File: src/rtl/core/lfrb_pkg.sv
// Shared types and constants for the long flat run blanker.
// No dependencies; imported by every module of the block.
package lfrb_pkg;

  localparam int LFRB_MAX_SAMPLES = 2048;

  localparam int SAMPLE_W   = 16;
  localparam int EDGE_W     = 4;
  localparam int THR_W      = 16;
  localparam int MINRUN_W   = 11;
  localparam int RANGE_W    = 16;
  localparam int CFG_IDX_W  = 2;
  localparam int CFG_DATA_W = 16;

  localparam logic [CFG_IDX_W-1:0] CFG_EDGE_MARGIN = 2'd0;
  localparam logic [CFG_IDX_W-1:0] CFG_STEP_THR    = 2'd1;
  localparam logic [CFG_IDX_W-1:0] CFG_MIN_RUN     = 2'd2;
  localparam logic [CFG_IDX_W-1:0] CFG_RANGE_MAX   = 2'd3;

  localparam logic [EDGE_W-1:0]   EDGE_MARGIN_RST = 4'd2;
  localparam logic [THR_W-1:0]    STEP_THR_RST    = 16'd50;
  localparam logic [MINRUN_W-1:0] MIN_RUN_RST     = 11'd40;
  localparam logic [RANGE_W-1:0]  RANGE_MAX_RST   = 16'd30000;

  localparam logic REQ_LOAD = 1'b0;
  localparam logic REQ_READ = 1'b1;

  typedef enum logic [3:0] {
    OP_NONE,
    OP_LOAD,
    OP_READ,
    OP_PRIME,
    OP_FETCH,
    OP_STEP,
    OP_TAIL,
    OP_BLANK,
    OP_CAPTURE
  } op_t;

  typedef struct packed {
    op_t op;
  } cmd_t;

  typedef struct packed {
    logic rd_avail;
    logic loop_now;
    logic step_more;
    logic brk;
    logic long_run;
    logic blank_last;
    logic out_free;
  } stat_t;

  typedef struct packed {
    logic [EDGE_W-1:0]   edge_margin;
    logic [THR_W-1:0]    step_threshold_mm;
    logic [MINRUN_W-1:0] min_run_length;
    logic [RANGE_W-1:0]  range_max_mm;
  } cfg_t;

endpackage

File: src/rtl/core/lfrb_ctrl.sv
// Sequencer for the run blanker: input handshake, filter walk and drain.
// Depends on lfrb_pkg; drives lfrb_datapath through cmd_t / stat_t.
module lfrb_ctrl import lfrb_pkg::*; (
  input  logic  clk,
  input  logic  rst,
  input  logic  in_valid,
  output logic  in_ready,
  input  logic  req_type,
  input  logic  last_sample,
  input  stat_t stat,
  output cmd_t  cmd
);

  typedef enum logic [2:0] {
    S_IDLE,
    S_PRIME,
    S_FETCH,
    S_STEP,
    S_BLANK_RUN,
    S_TAIL,
    S_BLANK_TAIL,
    S_READ
  } state_t;

  state_t state;
  state_t state_next;

  assign in_ready = (state == S_IDLE);

  always_comb begin
    state_next = state;
    cmd.op     = OP_NONE;
    case (state)
      S_IDLE: begin
        if (in_valid) begin
          if (req_type == REQ_LOAD) begin
            cmd.op = OP_LOAD;
            if (last_sample) state_next = S_PRIME;
          end else begin
            cmd.op = OP_READ;
            if (stat.rd_avail) state_next = S_READ;
          end
        end
      end
      S_PRIME: begin
        cmd.op     = OP_PRIME;
        state_next = stat.loop_now ? S_FETCH : S_IDLE;
      end
      S_FETCH: begin
        cmd.op     = OP_FETCH;
        state_next = S_STEP;
      end
      S_STEP: begin
        cmd.op = OP_STEP;
        if (stat.brk && stat.long_run) state_next = S_BLANK_RUN;
        else if (stat.step_more)       state_next = S_STEP;
        else                           state_next = S_TAIL;
      end
      S_BLANK_RUN: begin
        cmd.op = OP_BLANK;
        if (stat.blank_last) state_next = stat.loop_now ? S_STEP : S_TAIL;
      end
      S_TAIL: begin
        cmd.op     = OP_TAIL;
        state_next = stat.long_run ? S_BLANK_TAIL : S_IDLE;
      end
      S_BLANK_TAIL: begin
        cmd.op = OP_BLANK;
        if (stat.blank_last) state_next = S_IDLE;
      end
      S_READ: begin
        if (stat.out_free) begin
          cmd.op     = OP_CAPTURE;
          state_next = S_IDLE;
        end
      end
      default: begin
        state_next = S_IDLE;
      end
    endcase
  end

  always_ff @(posedge clk) begin
    if (rst) begin
      state <= S_IDLE;
    end else begin
      state <= state_next;
    end
  end

endmodule

File: config.mk
export PLATFORM = sky130hd
export DESIGN_NAME = lfrb_ctrl
export DESIGN_NICKNAME = d
export VERILOG_FILES = /design/src/rtl/core/lfrb_pkg.sv /design/src/rtl/core/lfrb_ctrl.sv
export SDC_FILE = /design/constraint.sdc
export NUM_CORES = 1
export LEC_CHECK = 0
export BUFFER_PORTS_ARGS = -buffer_cell sky130_fd_sc_hd__buf_4
export CORE_AREA = 3 3 40 42
export DETAILED_ROUTE_END_ITERATION = 16
export DIE_AREA = 0 0 43 45
export GPL_TIMING_DRIVEN = 0
export MAX_ROUTING_LAYER = met4
export PLACE_DENSITY_LB_ADDON = 0.3
export SYNTH_ARGS = -nofsm -noshare
export SYNTH_HDL_FRONTEND = slang
export SYNTH_SLANG_ARGS = --single-unit
File: constraint.sdc
create_clock -name clk -period 2.24 [get_ports clk]
set_clock_uncertainty 0.05 [all_clocks]
set_input_delay 0.672 -clock clk [delete_from_list [all_inputs] [get_ports clk]]
set_output_delay 0.672 -clock clk [all_outputs]
set_load 0.01 [all_outputs]
==> results.md <==
- Via/cell ratio: 5.12
- Period utilisation layout: 0.957
- Hpwl dp: 704 µm
- CTS root buffer: clkbuf_4
- GRT overflow: 0
- Routed Antenna Nets: 0
- Crit end category: output port
- Cell Chain, Critical Path: buf_2, nand2_1, mux2_2, buf_4
- Max clock buf depth: 2
- Area of the mapped netlist: 318 µm²
- GRT Total Usage: 0.102
- Yosys top cell area share: 0.189
- 1st-iter DRT viols: 5
- Worst rel slew slack: 0.789
- Max-cap viol count: 0
- Min Tclk post-route: 2.14 ns
- Antenna Cells: 0
- Number of global-route vias before repair: 359
- Gpl congestion: 0.812
- Final WS setup: 0.0954 ns
- Synth Flop Type: dfxtp_1
- Most area-hungry cell type in the Yosys netlist: dfxtp_1
- CP Max Fanout: 10
- Unrepaired setup endpoints after global routing: false
- IO Port Bufs: 16
- CP top delay family: flip-flops
- Final net count: 79
- Synth warnings: 0
- Final Hold Fails: 0
- 1st-pass router iterations: 5
- Asr flop ratio synth: 0
- R2r startpoint: state[0]$_SDFFE_PP0P_
- Critical path startpoint: state[0]$_SDFFE_PP0P_
- H-tree lvl count: 1
- CP Class: reg2out
- Status: finished, final reports clean
- Max VDD drop: 0.414 mV
- CTS tree: yes
- Row count: 13
- Number of synthesized flops with an enable pin: 0
- # DRC: 0
- Initial antenna violation count: 0
- Flop-to-flop setup slack: 0.63 ns
- Hold depth: 2
- Setup WS pre-CTS: 0.176 ns
- Worst EP required: 1.52 ns
- Worst skew pair latency: 0.23 ns
- Core box area: 1280 µm²
- Starting Density: 0.247
- Layout cell share with drive strength beyond 1: 0.364
- Postcts setup bufs: 0
- P_leak: 0.206 nW
- Area delta synth->final: 53.1%
- Post-Syn Nets: 58
- Setup_tns: 0 ns
- Critical path depth: 4
- Register area share after synthesis: 0.189
- Most frequent cell after synthesis: nor2_1
- Die area: 1940 µm²
- Power Dens Cells: 1220 nW/µm²
- Largest registers: state: 3 flops
- CTS clk-pin slew, worst paths: 0.04 ns
- Die Ht: 45 µm
- F_max: 466 MHz
- Worst path max stage delay: 0.43 ns
- Post-Route WL: 974 µm
- Least-Margin Pin Slew: 0.316 ns
- Largest net degree at the start of global routing: 11
- Worst Path Arrival: 1.42 ns
- Routed vias: 415
- Slowest cell on the critical path: dfxtp_1
- Placed cell count: 77
- Buf/Inv on CP: 2
- Final count of negative-setup-slack endpoints: 0
- Horiz. Die Dim: 43 µm
- # clock sinks: 3
- Post-Synthesis Cells: 46
- Synth cell types: 24
- IO Count: 17
- Crit start category: register
- Max reg flops: 3
- Final Max Tran Viols: 0
- HP Start: rst
- Syn_area_per_cell: 6.91 µm²
- Layout Cells excl Fill: 81
- Synth Register Bits: 3
- Wire per inst: 12.0 µm
- FF-to-FF path depth: 4
- CTS Buf Count: 3
- First-pass GRT wire length: 1480 µm
- Largest cells by area after synthesis: dfxtp_1 19%, nor2_1 8.3%, a21oi_1 7.9%
- Total Power: 0.594 mW
- Most flop-heavy register: state
- Post-synth top cells: 7 x nor2_1, 5 x a21oi_1
- Worst min path class: in2reg
[layer usage]
| metal | GRT usage | share of wire | up-vias |
|---|---|---|---|
| li1 | - | - | 215 |
| met1 | 0.137 | 0.46 | 175 |
| met2 | 0.159 | 0.43 | 23 |
| met3 | 0.00797 | 0.098 | 2 |
| met4 | 0.0422 | 0.0082 | 0 |
| met5 | - | 0 | - |
[worst reg2reg max path: stages, from the launching register on]
cell,delay (ns)
dfxtp_1,0.43
and3b_1,0.21
o21ai_1,0.11
or3b_1,0.36
a222oi_1,0.34
[through the flow]
stage                util  hold slack [ns]  instance area (µm²)
floorplan               -            0.546                  318
global placement    0.355            0.592                  457
detailed placement  0.355            0.599                  457
CTS                 0.378            0.577                  485
global route        0.379            0.593                  487
finish              0.379            0.587                  487
[layout make-up]
| class | count | area (µm²) |
|---|---|---|
| Timing Repair Buffer | 16 | 120 |
| Fill cell | 145 | 798 |
| Sequential cell | 3 | 60.1 |
| Clock buffer | 4 | 26.3 |
| Multi-Input combinational cell | 40 | 246 |
| Tap cell | 15 | 18.8 |
| Buffer | 3 | 15.0 |
[kinds of logic after synthesis]
group                  synth area share
AO/OA/AOI/OAI                     0.386
buffers and inverters            0.0354
multiplexers                     0.0709
flip-flops                        0.189
AND/OR/NAND/NOR                   0.319
[power breakdown]
part	total, mW	internal (mW)	switching, mW
Combinational	0.386	0.192	0.194
Clock	0.0978	0.0669	0.0308
Sequential	0.110	0.0768	0.0329
Total	0.594	0.336	0.258
[worst paths after layout]
check	end
min reg2reg	state[1]$_SDFFE_PP0P_
max reg2reg	state[1]$_SDFFE_PP0P_
max	cmd[2]
min	state[0]$_SDFFE_PP0P_
[cell usage in the layout (no fill, tap or decap), types with 2 or more instances in the layout]
master / Yosys / layout
buf_4: 0 / 16
nor2_1: 7 / 7
a21oi_1: 5 / 5
nand2_1: 3 / 3
nand2b_1: 3 / 3
clkbuf_4: 0 / 3
dfxtp_1: 3 / 3
clkbuf_2: 0 / 2
mux2_2: 2 / 2
nand3_1: 2 / 2
a31oi_1: 2 / 2
o21a_1: 2 / 2
[timing repair]
item	in CTS	in global routing
endpoints found under the hold margin	0	0
gates resized for setup	2	3
endpoints found under the setup margin	2	2
hold buffers	0	0
(Power assumes the default switching activity.)
